===== config.mk =====
export PLATFORM = sky130hd
export DESIGN_NAME = register_file_alu_8xyn
export DESIGN_NICKNAME = d
export VERILOG_FILES = /design/src/rtl/rfa_pkg.sv /design/src/rtl/rfa_regmem.sv /design/src/rtl/rfa_alu.sv /design/src/rtl/register_file_alu_8xyn.sv
export SDC_FILE = /design/constraint.sdc
export NUM_CORES = 1
export LEC_CHECK = 0
export ABC_AREA = 1
export BUFFER_PORTS_ARGS = -buffer_cell sky130_fd_sc_hd__buf_2
export CORE_ASPECT_RATIO = 1.25
export CORE_MARGIN = 10
export CORE_UTILIZATION = 45
export DETAILED_ROUTE_END_ITERATION = 10
export GPL_ROUTABILITY_DRIVEN = 0
export MAX_ROUTING_LAYER = met4
export SETUP_SLACK_MARGIN = 0.05
export SYNTH_ARGS = -nofsm -noshare
export SYNTH_HDL_FRONTEND = slang
export SYNTH_SLANG_ARGS = --single-unit
export TNS_END_PERCENT = 5

===== constraint.sdc =====
create_clock -name clock -period 4.3 [get_ports clock]
set_input_delay 0.86 -clock clock [delete_from_list [all_inputs] [get_ports clock]]
set_output_delay 0.86 -clock clock [all_outputs]
set_load 0.02 [all_outputs]

===== src/rtl/rfa_pkg.sv =====
// Shared types and codes of the register file ALU.
package rfa_pkg;

   localparam int unsigned REG_COUNT = 16;
   localparam int unsigned ADDR_W    = 4;
   localparam int unsigned DATA_W    = 8;

   localparam logic [ADDR_W-1:0] FLAG_REG = 4'hf;

   // Item modes
   localparam logic [1:0] MODE_WRITE = 2'd0;
   localparam logic [1:0] MODE_READ  = 2'd1;
   localparam logic [1:0] MODE_EXEC  = 2'd2;

   // ALU operation codes (low nibble of 8xyn)
   localparam logic [3:0] OP_MOV  = 4'h0;
   localparam logic [3:0] OP_OR   = 4'h1;
   localparam logic [3:0] OP_AND  = 4'h2;
   localparam logic [3:0] OP_XOR  = 4'h3;
   localparam logic [3:0] OP_ADD  = 4'h4;
   localparam logic [3:0] OP_SUB  = 4'h5;
   localparam logic [3:0] OP_SHR  = 4'h6;
   localparam logic [3:0] OP_SUBN = 4'h7;
   localparam logic [3:0] OP_SHL  = 4'he;

   typedef struct packed {
      logic [1:0]        mode;
      logic [ADDR_W-1:0] reg_x;
      logic [ADDR_W-1:0] reg_y;
      logic [3:0]        alu_op;
      logic [DATA_W-1:0] write_data;
   } req_type;

   typedef struct packed {
      logic [DATA_W-1:0] x_value;
      logic [DATA_W-1:0] flag_value;
      logic              op_known;
   } rsp_type;

   typedef struct packed {
      logic [DATA_W-1:0] res;
      logic [DATA_W-1:0] flag;
      logic              writes_flag;
      logic              known;
   } alu_out_type;

   typedef struct packed {
      logic              en;
      logic [ADDR_W-1:0] addr;
      logic [DATA_W-1:0] data;
   } mem_wr_type;

endpackage


===== src/rtl/rfa_regmem.sv =====
// Register storage: one write port, two registered read ports, reset-cleared valid bits.
module rfa_regmem
   import rfa_pkg::*;
(
   input  logic              clock,
   input  logic              reset,
   input  logic              rd_en,
   input  logic [ADDR_W-1:0] rd_a_addr,
   input  logic [ADDR_W-1:0] rd_b_addr,
   output logic [DATA_W-1:0] rd_a_data,
   output logic [DATA_W-1:0] rd_b_data,
   input  mem_wr_type        wr
);

   logic [DATA_W-1:0]    mem [REG_COUNT];
   logic [REG_COUNT-1:0] vld_ff;
   logic [REG_COUNT-1:0] vld_in;
   logic [DATA_W-1:0]    a_data_ff;
   logic [DATA_W-1:0]    b_data_ff;
   logic                 a_vld_ff;
   logic                 b_vld_ff;

   // Mark an entry valid once written
   always_comb begin
      vld_in = vld_ff;
      if (wr.en) begin
         vld_in[wr.addr] = 1'b1;
      end
   end

   always_ff @(posedge clock) begin
      if (reset) begin
         vld_ff <= '0;
      end else begin
         vld_ff <= vld_in;
      end
   end

   // Write the array
   always_ff @(posedge clock) begin
      if (wr.en) begin
         mem[wr.addr] <= wr.data;
      end
   end

   // Read both ports, registered
   always_ff @(posedge clock) begin
      if (rd_en) begin
         a_data_ff <= mem[rd_a_addr];
         b_data_ff <= mem[rd_b_addr];
         a_vld_ff  <= vld_ff[rd_a_addr];
         b_vld_ff  <= vld_ff[rd_b_addr];
      end
   end

   // Unwritten entries read as zero
   assign rd_a_data = a_vld_ff ? a_data_ff : '0;
   assign rd_b_data = b_vld_ff ? b_data_ff : '0;

endmodule


===== src/rtl/rfa_alu.sv =====
// 8xyn ALU: result byte, flag byte and decode of the operation code.
module rfa_alu
   import rfa_pkg::*;
(
   input  logic [3:0]        alu_op,
   input  logic [DATA_W-1:0] vx,
   input  logic [DATA_W-1:0] vy,
   output alu_out_type       alu_out
);

   logic [DATA_W:0] sum;

   assign sum = {1'b0, vx} + {1'b0, vy};

   // Decode the operation and form result and flag
   always_comb begin
      alu_out             = '0;
      alu_out.known       = 1'b1;
      alu_out.writes_flag = 1'b1;
      unique case (alu_op)
         OP_MOV: begin
            alu_out.res         = vy;
            alu_out.writes_flag = 1'b0;
         end
         OP_OR:  alu_out.res = vx | vy;
         OP_AND: alu_out.res = vx & vy;
         OP_XOR: alu_out.res = vx ^ vy;
         OP_ADD: begin
            alu_out.res  = sum[DATA_W-1:0];
            alu_out.flag = {{(DATA_W-1){1'b0}}, sum[DATA_W]};
         end
         OP_SUB: begin
            alu_out.res  = vx - vy;
            alu_out.flag = {{(DATA_W-1){1'b0}}, (vx >= vy)};
         end
         OP_SHR: begin
            alu_out.res  = {1'b0, vy[DATA_W-1:1]};
            alu_out.flag = {{(DATA_W-1){1'b0}}, vy[0]};
         end
         OP_SUBN: begin
            alu_out.res  = vy - vx;
            alu_out.flag = {{(DATA_W-1){1'b0}}, (vy >= vx)};
         end
         OP_SHL: begin
            alu_out.res  = {vy[DATA_W-2:0], 1'b0};
            alu_out.flag = {{(DATA_W-1){1'b0}}, vy[DATA_W-1]};
         end
         default: begin
            alu_out.known       = 1'b0;
            alu_out.writes_flag = 1'b0;
         end
      endcase
   end

endmodule


===== src/rtl/register_file_alu_8xyn.sv =====
// Top level of the sixteen-register file with the 8xyn ALU.
// For each word, the accept edge reads registers x and y from the
// synchronous register memory, and the execute state runs the ALU, writes back
// and loads the result register. The block takes the next word in the cycle after a
// result is loaded, even while that result still waits; it holds in the execute
// cycle only when a previous result has not yet been taken. Register 15 (the flag)
// lives in its own flop so a result and a flag can be written in the same cycle.
// Reset clears all registers at once through per-entry valid bits; no clearing pass.
module register_file_alu_8xyn
   import rfa_pkg::*;
(
   input  logic    clock,
   input  logic    reset,
   input  logic    req_valid,
   output logic    req_ready,
   input  req_type req_data,
   output logic    rsp_valid,
   input  logic    rsp_ready,
   output rsp_type rsp_data
);

   localparam logic ST_IDLE = 1'b0;
   localparam logic ST_EXEC = 1'b1;

   logic              state_ff, state_in;
   req_type           req_ff;
   logic [DATA_W-1:0] flag_ff, flag_in;
   logic              rsp_valid_ff, rsp_valid_in;
   rsp_type           rsp_ff;
   logic [DATA_W-1:0] mem_x, mem_y;
   logic [DATA_W-1:0] vx, vy;
   alu_out_type       alu_out;
   mem_wr_type        mem_wr;
   logic              accept, finish, exec_known, x_write;
   logic [DATA_W-1:0] x_data, x_new;

   assign req_ready = (state_ff == ST_IDLE);
   assign accept    = req_valid && req_ready;
   assign finish    = (state_ff == ST_EXEC) && (!rsp_valid_ff || rsp_ready);

   rfa_regmem u_mem (
      .clock     (clock),
      .reset     (reset),
      .rd_en     (accept),
      .rd_a_addr (req_data.reg_x),
      .rd_b_addr (req_data.reg_y),
      .rd_a_data (mem_x),
      .rd_b_data (mem_y),
      .wr        (mem_wr)
   );

   // Take register 15 from the flag flop
   assign vx = (req_ff.reg_x == FLAG_REG) ? flag_ff : mem_x;
   assign vy = (req_ff.reg_y == FLAG_REG) ? flag_ff : mem_y;

   rfa_alu u_alu (
      .alu_op  (req_ff.alu_op),
      .vx      (vx),
      .vy      (vy),
      .alu_out (alu_out)
   );

   // Write register x first, then the flag
   always_comb begin
      exec_known = (req_ff.mode == MODE_EXEC) && alu_out.known;
      x_write    = (req_ff.mode == MODE_WRITE) || exec_known;
      x_data     = (req_ff.mode == MODE_WRITE) ? req_ff.write_data : alu_out.res;
      flag_in    = flag_ff;
      if (exec_known && alu_out.writes_flag) begin
         flag_in = alu_out.flag;
      end else if (x_write && (req_ff.reg_x == FLAG_REG)) begin
         flag_in = x_data;
      end
      if (req_ff.reg_x == FLAG_REG) begin
         x_new = flag_in;
      end else begin
         x_new = x_write ? x_data : vx;
      end
      mem_wr.en   = finish && x_write && (req_ff.reg_x != FLAG_REG);
      mem_wr.addr = req_ff.reg_x;
      mem_wr.data = x_data;
   end

   // Sequence accept and execute
   always_comb begin
      state_in = state_ff;
      unique case (state_ff)
         ST_IDLE: begin
            if (accept) begin
               state_in = ST_EXEC;
            end
         end
         ST_EXEC: begin
            if (finish) begin
               state_in = ST_IDLE;
            end
         end
         default: state_in = ST_IDLE;
      endcase
   end

   // Load or drop the result word
   always_comb begin
      rsp_valid_in = rsp_valid_ff;
      if (finish) begin
         rsp_valid_in = 1'b1;
      end else if (rsp_ready) begin
         rsp_valid_in = 1'b0;
      end
   end

   always_ff @(posedge clock) begin
      if (reset) begin
         state_ff     <= ST_IDLE;
         rsp_valid_ff <= 1'b0;
         flag_ff      <= '0;
      end else begin
         state_ff     <= state_in;
         rsp_valid_ff <= rsp_valid_in;
         if (finish) begin
            flag_ff <= flag_in;
         end
      end
   end

   // Hold the request and the result payload
   always_ff @(posedge clock) begin
      if (accept) begin
         req_ff <= req_data;
      end
      if (finish) begin
         rsp_ff.x_value    <= x_new;
         rsp_ff.flag_value <= flag_in;
         rsp_ff.op_known   <= exec_known;
      end
   end

   assign rsp_valid = rsp_valid_ff;
   assign rsp_data  = rsp_ff;

endmodule


==> results.yml <==
cts:
  clock_path_buffers: 3
  clk_latency_ps: 520
  cts_hold_buf: 0
  cts_num_sinks: 211
  clkTransAtPathRegs_ps: 60
  htreeDepth: 1
  clockRootBuffer: "clkbuf_16"
  cts_tree: "done"
  numCtsBuffers: 23
power_and_ir_drop:
  power.density_nw_per_um2: 381.1
  p_leak_nw: 5.533
  vdd_drop_max_uv: 310.1
  finalPower_mw: 5.004
synthesis:
  ys.warnings.count: 0
  synthMuxAreaShare_pct: 0
  async_flop_share_pct: 0
  synth-seq-cells: 211
  synth_edf_count: 185
  synthCells: 1394
  avgSynthCellArea_um2: 8.481
  ys_seq_area_share_pct: 51.39
  synthXorXnorAreaFrac_pct: 0.1482
  ys_types: 38
  netlist_area_um2: 11820
  synthFlopType: "edfxtp_1"
  yosys.area_share.adder_pct: 3.895
  synth_compound_area_share_pct: 16.26
  yosys.area_share.simple_pct: 19.74
  synth_top_family_by_area: "simple AND/OR/NAND/NOR gates"
setup_path:
  crit_chain: "nand2_1 > nor2_4 > nor2_1 > a21oi_1 > inv_1 > ha_1 > inv_1 > nand2_1 > inv_1 > a21oi_1 > nand3_1 > nand3_1 > nand2_1 > o21bai_1 > nand2_2"
  cp.required_ps: 4460
  max_stage_delay_ps: 520
  critPathSlowestCell: "ha_1"
  crit_type: "reg2reg"
  rrSetupSlack_ps: 420
  r2r_end: "u_mem.mem[11][7]"
  crit_arrival_ps: 4050
  crit_fanout: 16
  reg2reg_from: "mem_wr[8]"
  cp-end-kind: "flip-flop"
  rr_worst_depth: 15
  critPathCapture: "u_mem.mem[11][7]"
  start_kind: "flip-flop"
  startpoint: "mem_wr[8]"
die:
  die_w_um: 165.0
  die_y_um: 201.2
  num_rows: 66
  ios: 45
  core_area_um2: 25930
  initial_core_util_pct: 45.59
  die_area_um2: 33200
grt:
  grt_pass1_vias: 9417
  grt_usage_pct: 20.89
  grt_antenna_before_repair: 0
  grt_pass1_wl_um: 52810
  grt_start_max_net_pins: 72
  overflow: 0
run_status:
  outcome: "completed"
place:
  io_buffers: 44
  preCtsSetupSlack_ps: 123.0
  placedCellCount: 1729
  dpl.hpwl_um: 23820
min_path:
  hold_path.class: "reg2reg"
  worstHoldPathCells: 2
timing:
  skew_ps: 23.65
  rsz0062_at_grt: "false"
  fmax_mhz: 257.5
  fin_tns_setup_ps: 0
  drv_slew: 0
  tightest_slew_ps: 1101
  report.final.setup_viol: 0
  fin_crit_sh_pct: 90.31
  maxSlewHeadroom_pct: 26.45
  min_period_ps: 3883
  finalHoldViolCount: 0
  timing.final.ws_setup_ps: 416.7
cells_and_area:
  final_cells: 1775
  utilization_pct: 50.64
  layout_common_cells: "nand2_1, inv_1, edfxtp_1, a21oi_1, nand3_1"
  layout-drive-gt1-share_pct: 8.223
  antenna_cells: 0
  nNetsFinal: 1479
  syn_to_final_growth_pct: 11.06
  final_common_cell: "nand2_1"
detailed_routing:
  wl_um: 34680
  drt_iter0_markers: 687
  via_per_inst: 5.535
  first_pass_iters: 6
  avgRoutedWirePerCell_um: 19.54
  postRouteAntennaNets: 0
  drc: 0
  vias: 9825
flow_run:
  drv_cap: 0
worst min-delay path by stage:
stage | startpoint | slack (ps) | endpoint
floorplan | u_mem.vld_ff[15] | 420 | u_mem.vld_ff[15]
global placement | u_mem.vld_ff[15] | 440 | u_mem.vld_ff[15]
detailed placement | u_mem.vld_ff[15] | 450 | u_mem.vld_ff[15]
finish | u_mem.vld_ff[15] | 460 | u_mem.vld_ff[15]
global route | u_mem.vld_ff[0] | 470 | u_mem.vld_ff[0]
CTS | flag_ff[7] | 460 | flag_ff[7]
critical path: cells and delay by family (launching register included):
family	cells	cell delay (ps)
DFF	1	480
adders and majority gates	1	520
AOI/OAI and AO/OA	3	980
and+or+nand+nor	8	1190
buffers and inverters	3	340
final cells by class:
cell class | instances | area [um2]
Clock buffer | 28 | 594.3
Tap cell | 340 | 425.4
Clock inverter | 14 | 116.4
Timing Repair Buffer | 61 | 402.9
Sequential cell | 211 | 6076
Inverter | 195 | 737.0
Fill cell | 2497 | 12800
Multi-Input combinational cell | 926 | 4778
cells in the mapped netlist (all sizes together), types with 10 or more instances:
cell type	n	area share [%]
edfxtp	185	47
nand3	128	5.4
o21ai	131	5.6
dfxtp	26	4.4
clkbuf	59	1.9
buf	10	0.43
o221ai	17	1.3
a21oi	151	6.4
inv	193	6.2
nand2	318	10
nor2	69	2.6
o211ai	38	2.4
ha	32	3.4
where the power goes:
| part | switching (mW) | internal [mW] |
|---|---|---|
| Combinational | 0.553 | 0.210 |
| Sequential | 0.0250 | 2.33 |
| Clock | 0.784 | 1.10 |
| Total | 1.36 | 3.64 |
flip-flops by register name, summed over array words and instances (netlist names):
register         flops
u_mem.a_vld_ff       1
req_ff              18
flag_ff              8
rsp_valid            1
u_mem.b_vld_ff       1
mem_wr               4
u_mem.mem          128
u_mem.b_data_ff      8
state_ff             1
rsp_data            17
u_mem.vld_ff        16
u_mem.a_data_ff      8
through the flow:
stage               instance area (um2)  hold slack, ps
floorplan                         11850           424.9
detailed placement                12380           448.2
CTS                               13090           458.8
finish                            13130           456.7
global route                      13130           469.2
global placement                  12380           436.9
routing by layer:
metal  vias to the layer above  routed length [um]  track usage (%)
met5                         -                   0                -
met2                       392               17210            34.54
met1                      4583               13600            24.62
met4                         0                1688            9.918
li1                       4767                   -                -
met3                        83                2178            2.717
cell families after synthesis:
logic type	count (synthesis)
simple gates	534
compound gates	347
buf+inv	264
flops	211
fa+ha+maj	35
xor+xnor	2
other cells	1
timing repair:
item,4_1_cts,5_1_grt
endpoints found under the setup margin,0,54
buffers inserted,0,4
resized for setup,0,3
(Power assumes the default switching activity.)
